--- src/hw/rtl/xkac_pkg.sv ---
// Shared types, constants and key helpers for the keystream archive codec.
// No dependencies; the RTL files refer to it by scoped names, the bench imports it.
package xkac_pkg;

  localparam int unsigned CFG_IDX_W = 1;
  localparam int unsigned CFG_DATA_W = 32;

  localparam logic [CFG_IDX_W-1:0] CFG_INITIAL_KEY = 1'b0;
  localparam logic [CFG_IDX_W-1:0] CFG_ENCODE_MODE = 1'b1;

  localparam logic [31:0] KEY_RESET = 32'hDEAD_CAFE;
  localparam logic [31:0] HDR_WORD0 = 32'h5353_4752;
  localparam logic [31:0] HDR_WORD1 = 32'h0100_4441;
  localparam logic [31:0] KEY_MUL = 32'd7;
  localparam logic [31:0] KEY_ADD = 32'd3;

  localparam logic [7:0] CHAR_SLASH = 8'h2F;
  localparam logic [7:0] CHAR_BSLASH = 8'h5C;

  localparam logic [2:0] SEC_HDR = 3'd0;
  localparam logic [2:0] SEC_NLEN = 3'd1;
  localparam logic [2:0] SEC_NAME = 3'd2;
  localparam logic [2:0] SEC_CLEN = 3'd3;
  localparam logic [2:0] SEC_CONT = 3'd4;

  typedef enum logic [2:0] {
    PH_HDR  = 3'd0,
    PH_NLEN = 3'd1,
    PH_NAME = 3'd2,
    PH_CLEN = 3'd3,
    PH_CONT = 3'd4,
    PH_DEAD = 3'd5
  } phase_e;

  typedef struct packed {
    logic [7:0] out_byte;
    logic [2:0] section;
    logic       header_error;
    logic       entry_last;
  } result_t;

  typedef struct packed {
    logic       take;
    logic       stall;
  } hs_t;

  function automatic logic [31:0] key_next(input logic [31:0] k);
    return k * KEY_MUL + KEY_ADD;
  endfunction

  function automatic logic [7:0] key_byte(input logic [31:0] k, input logic [1:0] pos);
    return k[{pos, 3'b000} +: 8];
  endfunction

endpackage

--- src/hw/rtl/xkac_engine.sv ---
// Archive state registers and the per-byte keystream step.
// Depends on xkac_pkg.
module xkac_engine (
  input  logic                   clk_i,
  input  logic                   rst_ni,
  input  logic                   take_i,
  input  logic [7:0]             data_byte_i,
  input  logic                   restart_i,
  input  logic [31:0]            initial_key_i,
  input  logic                   encode_mode_i,
  output xkac_pkg::result_t      res_o
);

  xkac_pkg::phase_e phase_q, phase_d;
  logic [31:0] main_key_q, main_key_d;
  logic [31:0] content_key_q, content_key_d;
  logic [2:0]  biw_q, biw_d;
  logic [23:0] acc_q, acc_d;
  logic [31:0] rem_q, rem_d;
  logic        bad_q, bad_d;

  // state as seen by this byte, after an optional restart
  xkac_pkg::phase_e e_phase;
  logic [31:0] e_main_key, e_content_key, e_rem;
  logic [2:0]  e_biw;
  logic [23:0] e_acc;
  logic        e_bad;

  logic [7:0]  hdr_exp;
  logic [7:0]  xored;
  logic [7:0]  plain;
  logic [7:0]  name_byte;
  logic [31:0] full_len;
  logic [31:0] rem_dec;

  always_comb begin
    e_phase       = restart_i ? xkac_pkg::PH_HDR : phase_q;
    e_main_key    = restart_i ? initial_key_i : main_key_q;
    e_content_key = restart_i ? '0 : content_key_q;
    e_biw         = restart_i ? '0 : biw_q;
    e_acc         = restart_i ? '0 : acc_q;
    e_rem         = restart_i ? '0 : rem_q;
    e_bad         = restart_i ? 1'b0 : bad_q;

    hdr_exp   = e_biw[2] ? xkac_pkg::key_byte(xkac_pkg::HDR_WORD1, e_biw[1:0])
                         : xkac_pkg::key_byte(xkac_pkg::HDR_WORD0, e_biw[1:0]);
    xored     = data_byte_i ^ xkac_pkg::key_byte(
                  (e_phase == xkac_pkg::PH_CONT) ? e_content_key : e_main_key, e_biw[1:0]);
    plain     = encode_mode_i ? data_byte_i : xored;
    full_len  = {plain, e_acc};
    rem_dec   = e_rem - 32'd1;
    name_byte = (encode_mode_i && data_byte_i == xkac_pkg::CHAR_SLASH) ?
                xkac_pkg::CHAR_BSLASH : data_byte_i;

    phase_d       = e_phase;
    main_key_d    = e_main_key;
    content_key_d = e_content_key;
    biw_d         = e_biw;
    acc_d         = e_acc;
    rem_d         = e_rem;
    bad_d         = e_bad;

    res_o = '{out_byte: data_byte_i, section: xkac_pkg::SEC_HDR,
              header_error: 1'b0, entry_last: 1'b0};

    unique case (e_phase)
      xkac_pkg::PH_HDR: begin
        bad_d = e_bad | (data_byte_i != hdr_exp);
        res_o.header_error = bad_d;
        if (e_biw == 3'd7) begin
          biw_d = '0;
          if (bad_d) begin
            phase_d = xkac_pkg::PH_DEAD;
          end else begin
            phase_d    = xkac_pkg::PH_NLEN;
            main_key_d = initial_key_i;
            acc_d      = '0;
          end
        end else begin
          biw_d = e_biw + 3'd1;
        end
      end
      xkac_pkg::PH_NLEN, xkac_pkg::PH_CLEN: begin
        res_o.section  = (e_phase == xkac_pkg::PH_NLEN) ? xkac_pkg::SEC_NLEN
                                                         : xkac_pkg::SEC_CLEN;
        res_o.out_byte = xored;
        if (e_biw[1:0] == 2'd3) begin
          biw_d      = '0;
          main_key_d = xkac_pkg::key_next(e_main_key);
          rem_d      = full_len;
          acc_d      = '0;
          if (e_phase == xkac_pkg::PH_NLEN) begin
            phase_d = (full_len != '0) ? xkac_pkg::PH_NAME : xkac_pkg::PH_CLEN;
          end else begin
            content_key_d = main_key_d;
            if (full_len != '0) begin
              phase_d = xkac_pkg::PH_CONT;
            end else begin
              phase_d = xkac_pkg::PH_NLEN;
              res_o.entry_last = 1'b1;
            end
          end
        end else begin
          acc_d[{e_biw[1:0], 3'b000} +: 8] = plain;
          biw_d = e_biw + 3'd1;
        end
      end
      xkac_pkg::PH_NAME: begin
        res_o.section  = xkac_pkg::SEC_NAME;
        res_o.out_byte = name_byte ^ e_main_key[7:0];
        main_key_d     = xkac_pkg::key_next(e_main_key);
        rem_d          = rem_dec;
        if (rem_dec == '0) begin
          phase_d = xkac_pkg::PH_CLEN;
          biw_d   = '0;
          acc_d   = '0;
        end
      end
      xkac_pkg::PH_CONT: begin
        res_o.section  = xkac_pkg::SEC_CONT;
        res_o.out_byte = xored;
        rem_d          = rem_dec;
        // step the word key at a word boundary or at the end of the content
        if (e_biw[1:0] == 2'd3 || rem_dec == '0) begin
          content_key_d = xkac_pkg::key_next(e_content_key);
          biw_d         = '0;
        end else begin
          biw_d = e_biw + 3'd1;
        end
        if (rem_dec == '0) begin
          phase_d = xkac_pkg::PH_NLEN;
          acc_d   = '0;
          res_o.entry_last = 1'b1;
        end
      end
      default: begin
        phase_d = xkac_pkg::PH_DEAD;
        res_o.header_error = 1'b1;
      end
    endcase
  end

  always_ff @(posedge clk_i or negedge rst_ni) begin
    if (!rst_ni) begin
      phase_q       <= xkac_pkg::PH_HDR;
      main_key_q    <= xkac_pkg::KEY_RESET;
      content_key_q <= '0;
      biw_q         <= '0;
      acc_q         <= '0;
      rem_q         <= '0;
      bad_q         <= 1'b0;
    end else if (take_i) begin
      phase_q       <= phase_d;
      main_key_q    <= main_key_d;
      content_key_q <= content_key_d;
      biw_q         <= biw_d;
      acc_q         <= acc_d;
      rem_q         <= rem_d;
      bad_q         <= bad_d;
    end
  end

endmodule

--- src/hw/rtl/xkac_out_reg.sv ---
// Result holding register with valid/stall handshake on both sides.
// Depends on xkac_pkg.
module xkac_out_reg (
  input  logic              clk_i,
  input  logic              rst_ni,
  input  logic              in_valid_i,
  input  xkac_pkg::result_t res_i,
  input  logic              out_stall_i,
  output xkac_pkg::hs_t     hs_o,
  output logic              out_valid_o,
  output xkac_pkg::result_t res_o
);

  logic              valid_q, valid_d;
  xkac_pkg::result_t res_q;

  always_comb begin
    // hold only while a beat sits here and the sink stalls
    hs_o.stall = valid_q & out_stall_i;
    hs_o.take  = in_valid_i & ~hs_o.stall;
    valid_d    = hs_o.take | hs_o.stall;
  end

  always_ff @(posedge clk_i or negedge rst_ni) begin
    if (!rst_ni) begin
      valid_q <= 1'b0;
    end else begin
      valid_q <= valid_d;
    end
  end

  always_ff @(posedge clk_i) begin
    if (hs_o.take) begin
      res_q <= res_i;
    end
  end

  assign out_valid_o = valid_q;
  assign res_o       = res_q;

endmodule

--- src/hw/rtl/xor_keystream_archive_codec.sv ---
// Keystream-XOR archive codec: one archive byte in, one processed byte out.
// Output: the result of an accepted byte is registered and held until the sink takes it.
// Throughput: one byte per cycle unless the sink stalls a held result; the key step
// (k*7+3) and the byte XOR settle in the accept cycle and load the result register.
// Reset: asynchronous, active low; the key register returns to 0xDEADCAFE, decode mode,
// header phase, and the result register empties.
module xor_keystream_archive_codec (
  input  logic                               clk_i,
  input  logic                               rst_ni,
  // configuration writes
  input  logic                               cfg_we_i,
  input  logic [xkac_pkg::CFG_IDX_W-1:0]     cfg_index_i,
  input  logic [xkac_pkg::CFG_DATA_W-1:0]    cfg_data_i,
  // archive byte input
  input  logic                               in_valid_i,
  output logic                               in_stall_o,
  input  logic [7:0]                         data_byte_i,
  input  logic                               restart_i,
  // processed byte output
  output logic                               out_valid_o,
  input  logic                               out_stall_i,
  output logic [7:0]                         out_byte_o,
  output logic [2:0]                         section_o,
  output logic                               header_error_o,
  output logic                               entry_last_o
);

  logic [31:0]       initial_key_q;
  logic              encode_mode_q;
  xkac_pkg::hs_t     hs;
  xkac_pkg::result_t step_res;
  xkac_pkg::result_t out_res;

  // Configuration registers. The key only matters on a restart and when a header completes,
  // the mode applies from the next accepted beat.
  always_ff @(posedge clk_i or negedge rst_ni) begin
    if (!rst_ni) begin
      initial_key_q <= xkac_pkg::KEY_RESET;
      encode_mode_q <= 1'b0;
    end else if (cfg_we_i) begin
      unique case (cfg_index_i)
        xkac_pkg::CFG_INITIAL_KEY: initial_key_q <= cfg_data_i;
        xkac_pkg::CFG_ENCODE_MODE: encode_mode_q <= cfg_data_i[0];
        default: ;
      endcase
    end
  end

  // Archive state and the per-beat transform; state advances only on accept.
  xkac_engine u_engine (
    .clk_i         (clk_i),
    .rst_ni        (rst_ni),
    .take_i        (hs.take),
    .data_byte_i   (data_byte_i),
    .restart_i     (restart_i),
    .initial_key_i (initial_key_q),
    .encode_mode_i (encode_mode_q),
    .res_o         (step_res)
  );

  // Result register: a new beat enters whenever the held one leaves or none is held.
  xkac_out_reg u_out_reg (
    .clk_i       (clk_i),
    .rst_ni      (rst_ni),
    .in_valid_i  (in_valid_i),
    .res_i       (step_res),
    .out_stall_i (out_stall_i),
    .hs_o        (hs),
    .out_valid_o (out_valid_o),
    .res_o       (out_res)
  );

  assign in_stall_o     = hs.stall;
  assign out_byte_o     = out_res.out_byte;
  assign section_o      = out_res.section;
  assign header_error_o = out_res.header_error;
  assign entry_last_o   = out_res.entry_last;

`ifndef SYNTHESIS
  a_stall_needs_held: assert property (@(posedge clk_i) disable iff (!rst_ni)
    in_stall_o |-> out_valid_o)
    else $error("input stalled with no result held");

  a_accept_gives_beat: assert property (@(posedge clk_i) disable iff (!rst_ni)
    (in_valid_i && !in_stall_o) |=> out_valid_o)
    else $error("accepted beat produced no result");

  a_err_only_in_header: assert property (@(posedge clk_i) disable iff (!rst_ni)
    (out_valid_o && section_o != xkac_pkg::SEC_HDR) |-> !header_error_o)
    else $error("header error flagged outside the header section");

  a_last_not_in_header: assert property (@(posedge clk_i) disable iff (!rst_ni)
    (out_valid_o && entry_last_o) |->
      (section_o == xkac_pkg::SEC_CLEN || section_o == xkac_pkg::SEC_CONT))
    else $error("entry end flagged outside a length or content byte");
`endif

endmodule

--- config.mk ---
export PLATFORM = sky130hd
export DESIGN_NAME = xor_keystream_archive_codec
export DESIGN_NICKNAME = d
export VERILOG_FILES = /design/src/hw/rtl/xkac_pkg.sv /design/src/hw/rtl/xkac_engine.sv /design/src/hw/rtl/xkac_out_reg.sv /design/src/hw/rtl/xor_keystream_archive_codec.sv
export SDC_FILE = /design/constraint.sdc
export NUM_CORES = 1
export LEC_CHECK = 0
export ABC_AREA = 1
export BUFFER_PORTS_ARGS = -buffer_cell sky130_fd_sc_hd__buf_2
export CAP_MARGIN = 20
export CORE_UTILIZATION = 30
export DETAILED_ROUTE_END_ITERATION = 10
export GPL_ROUTABILITY_DRIVEN = 0
export GPL_TIMING_DRIVEN = 0
export HOLD_SLACK_MARGIN = 0.12
export PLACE_DENSITY = 0.44
export REMOVE_ABC_BUFFERS = 1
export SKIP_LAST_GASP = 1
export SYNTH_ARGS = -nofsm -noshare
export SYNTH_HDL_FRONTEND = slang
export SYNTH_SLANG_ARGS = --single-unit
export TNS_END_PERCENT = 100
--- constraint.sdc ---
create_clock -name clk_i -period 4.15 [get_ports clk_i]
set_input_delay 0.2075 -clock clk_i [delete_from_list [all_inputs] [get_ports clk_i]]
set_output_delay 0.2075 -clock clk_i [all_outputs]
set_load 0.01 [all_outputs]
==> key figures <==
Synth
  – Mapped Area: 0.01953 mm2
  – Number of synthesized flops with an enable pin: 13
  – Main synth FF type: dfrtp_1
  – Register area share after synthesis: 0.2291
  – Post-synthesis async set-or-reset flop share: 0.9253
  – Ranking of synthesized cells by area: nand2_1, dfrtp_1, ha_1
  – Yosys warns: 0
  – Post-Synthesis Cells: 2980
  – Avg Inst Size Synth: approximately 6.6 um2
  – Synthesis-stage register bit count: roughly 170
  – Cell taking the most area after synthesis: nand2_1
  – Netlist cell types: between 50 and 60
  – Yosys top cell area share: 0.1513

Placed design
  – Dpl cell area: 0.02079 mm2
  – IO buf count: slightly above 60
  – Placed cell count: approximately 3800
  – DP HPWL: 57990 um

Die
  – Chip Height: 257.1 um
  – Floorplan core area: 0.06435 mm2
  – Rows: 93
  – Initial Utilization: 0.3035
  – Die Width: 257.1 um
  – I/O pin count: 62
  – Full die area: 0.06612 mm2

Global routing
  – Total gr overflow: 0
  – First-pass GRT wire length: 118200 um
  – Initial antenna violation count: 0
  – GRT Resource Usage Total: 0.2331
  – Pin count of the biggest net entering global routing: 103
  – Vias in the first global route: 19575

Finish
  – Most frequent cells in the layout: nand2_1, inv_1, nor2_1
  – Number of nets in the layout: 3259
  – Final std cells w/o fill: around 3900
  – Commonest non-fill, non-tap cell in the layout: nand2_1
  – ANT cells: 0
  – Share of layout cells above drive strength 1: 0.1015
  – Syn-to-layout area delta: 13.16%
  – Final cell area excluding filler cells: 0.02210 mm2
  – Reg area: 0.004474 mm2
  – Filler cell count: 6983
  – Area of the multi-input gates: about 0.013 mm2
  – Core Util, Final: 0.3434

Pwr
  – Share of power burned in registers: 0.170
  – PwrDens: approximately 650 mW/mm2
  – Comb pwr share: 0.711
  – Leakage: 11.03 nW
  – Clock power frac: 0.119
  – Switching portion of total power: 0.5552
  – Peak supply drop: a little under 0.0005 V
  – Psw: 7.940 mW
  – Total power: 14.30 mW
  – Power Internal: 6.361 mW

Setup path
  – CP required: 4.49 ns
  – R2R depth: 14
  – Critical path fanouts, max: 34
  – Critical path arrival: 4.26 ns
  – Setup Crit Path Kind: reg -> reg
  – Critical Path Sink Type: flip-flop
  – Crit start category: flip-flop

Timing
  – Fin crit period: 3.920 ns
  – Max-slew violations: 0
  – Final Hold Fails: 0
  – Unrepaired setup endpoints after global routing: true
  – Least-Margin Pin Slew: around 1.0 ns
  – Clk_skew: between 0.01 and 0.015 ns
  – Peak Freq: 255.1 MHz
  – Final setup vio count: 0
  – Period utilization: 0.9445
  – Slew HR: 0.3148

CTS
  – Clk_lat worst skew: 0.51 ns
  – CTS H-tree depth: 4
  – CTS buffer count: 17
  – CTS Buffer Depth: 2
  – TritonCTS clock tree: yes
  – Root Buffer: clkbuf_16
  – Clock sinks: 174
  – CTS clk-pin slew, worst paths: 0.08 ns

Drt
  – Routed WL: roughly 77000 um
  – Wire per inst: 19.74 um
  – Pre-antenna DRT Iters: 8
  – DR vias/cell: around 5.2
  – Via count: 20272
  – Iter 0 DRT Violations: roughly 1600
  – Antenna viol nets, final: 0
  – DRC viols: 0

Hold path
  – Hold depth: 3
  – Hold Path Class: in -> reg

Run status
  – Status: finished, final reports clean

Flow run
  – Number of max-cap violations: 0
-- layout make-up --
type / instances / area share
clock buffer: 23 / 0.02027
clock inverter: 9 / 0.005096
inverter: 428 / 0.07389
multi-input combinational: 2267 / 0.5969
sequential: 174 / 0.2025
tap: 855 / 0.04841
timing repair buffer: 130 / 0.05215
timing repair inverter: 3 / 0.0007927
-- synth_stat cells (all sizes together) (27+ instances only) --
master  number
clkbuf      70
a21oi      226
dfrtp      117
dfstp       44
nor2       283
fa          59
nand2      814
nand4       36
o211ai      33
ha         132
buf         42
o21ai      199
inv        425
nand3      210
nor3        27
a31oi       27
-- metrics by stage --
stage	hold WS, ns	setup TNS, ns	setup slack, ns
floorplan	-0.08809	-359.92	-4.919
global placement	0.4048	-1420.84	-15.08
detailed placement	0.1874	-147.31	-1.612
CTS	0.1579	0	0.0009375
global route	0.1939	-0.01335	-0.007519
finish	0.1855	0	0.2301
-- per-layer routing --
layer	vias to the layer above	global-route usage	routed length (um)
met4	0	0.09739	2840
li1	9858	-	-
met3	119	0.02463	3183
met2	565	0.3932	36880
met1	9730	0.3014	33870
met5	-	0	0
-- cell families (layout without fill, tap and decap cells) --
group,after synthesis,count (layout),share of synthesized area
flops,174,174,0.2291
fa+ha+maj,191,191,0.1451
xor+xnor,50,50,0.02242
buf+inv,540,593,0.1099
mux,15,15,0.008649
simple gates,1404,1405,0.3046
compound gates,606,606,0.1802
-- what timing repair did --
action                                 4_1_cts  5_1_grt
setup buffers                                7        6
resized for setup                           34       49
cloned                                       3        1
hold buffers                                37        0
pin swaps                                    5        4
setup endpoints to repair                  116       73
endpoints found under the hold margin       93        0
-- worst paths after layout --
check / endpoint / slack, ns / start
worst max register to register: u_out_reg.res_o[0]$_DFFE_PP_ / 0.23 / u_engine.phase_q[2]$_DFFE_PN0P_
worst max-delay path: u_out_reg.res_o[0]$_DFFE_PP_ / 0.23 / u_engine.phase_q[2]$_DFFE_PN0P_
worst min-delay path: u_out_reg.res_o[3]$_DFFE_PP_ / 0.19 / in_valid_i
min in group asynchronous: u_engine.acc_q[15]$_DFFE_PN0P_ / 0.23 / rst_ni
worst min register to register: u_engine.content_key_q[24]$_DFFE_PN0P_ / 0.48 / u_engine.content_key_q[24]$_DFFE_PN0P_
max in group asynchronous: u_engine.main_key_q[20]$_DFFE_PN0P_ / 2.92 / rst_ni
-- power groups by stage --
stage / Sequential (mW) / Combinational (mW) / Clock, mW
after detailed placement: 2.46 / 9.44 / 0
after global routing: 2.48 / 11.3 / 1.80
after floorplan: 2.39 / 6.44 / 0
after global placement: 2.45 / 9.38 / 0
final: 2.43 / 10.2 / 1.70
after CTS: 2.43 / 9.79 / 1.76
-- flip-flops by register name (all words and copies together), names as in the netlist --
| name | flops |
|---|---|
| initial_key_q | 32 |
| u_engine.bad_q | 1 |
| u_out_reg.res_o | 13 |
| u_engine.acc_q | 24 |
| u_engine.biw_q | 3 |
| u_engine.content_key_q | 32 |
| u_engine.rem_q | 32 |
| u_out_reg.out_valid_o | 1 |
| u_engine.phase_q | 3 |
| u_engine.main_key_q | 32 |
| encode_mode_q | 1 |
-- worst max-delay path, stage by stage (launching register included) --
cell	delay [ns]
dfrtp_1	0.60
nand2_4	0.18
inv_2	0.28
nand3_4	0.50
nand2_1	0.36
nand3_1	0.21
nand3_1	0.19
nand3_1	0.12
nand3_1	0.10
nand2_1	0.26
nor2_1	0.18
nand2_1	0.10
nor2_1	0.26
nand3_1	0.18
nand2_1	0.20
No activity file was read; power rests on OpenSTA's default activity.
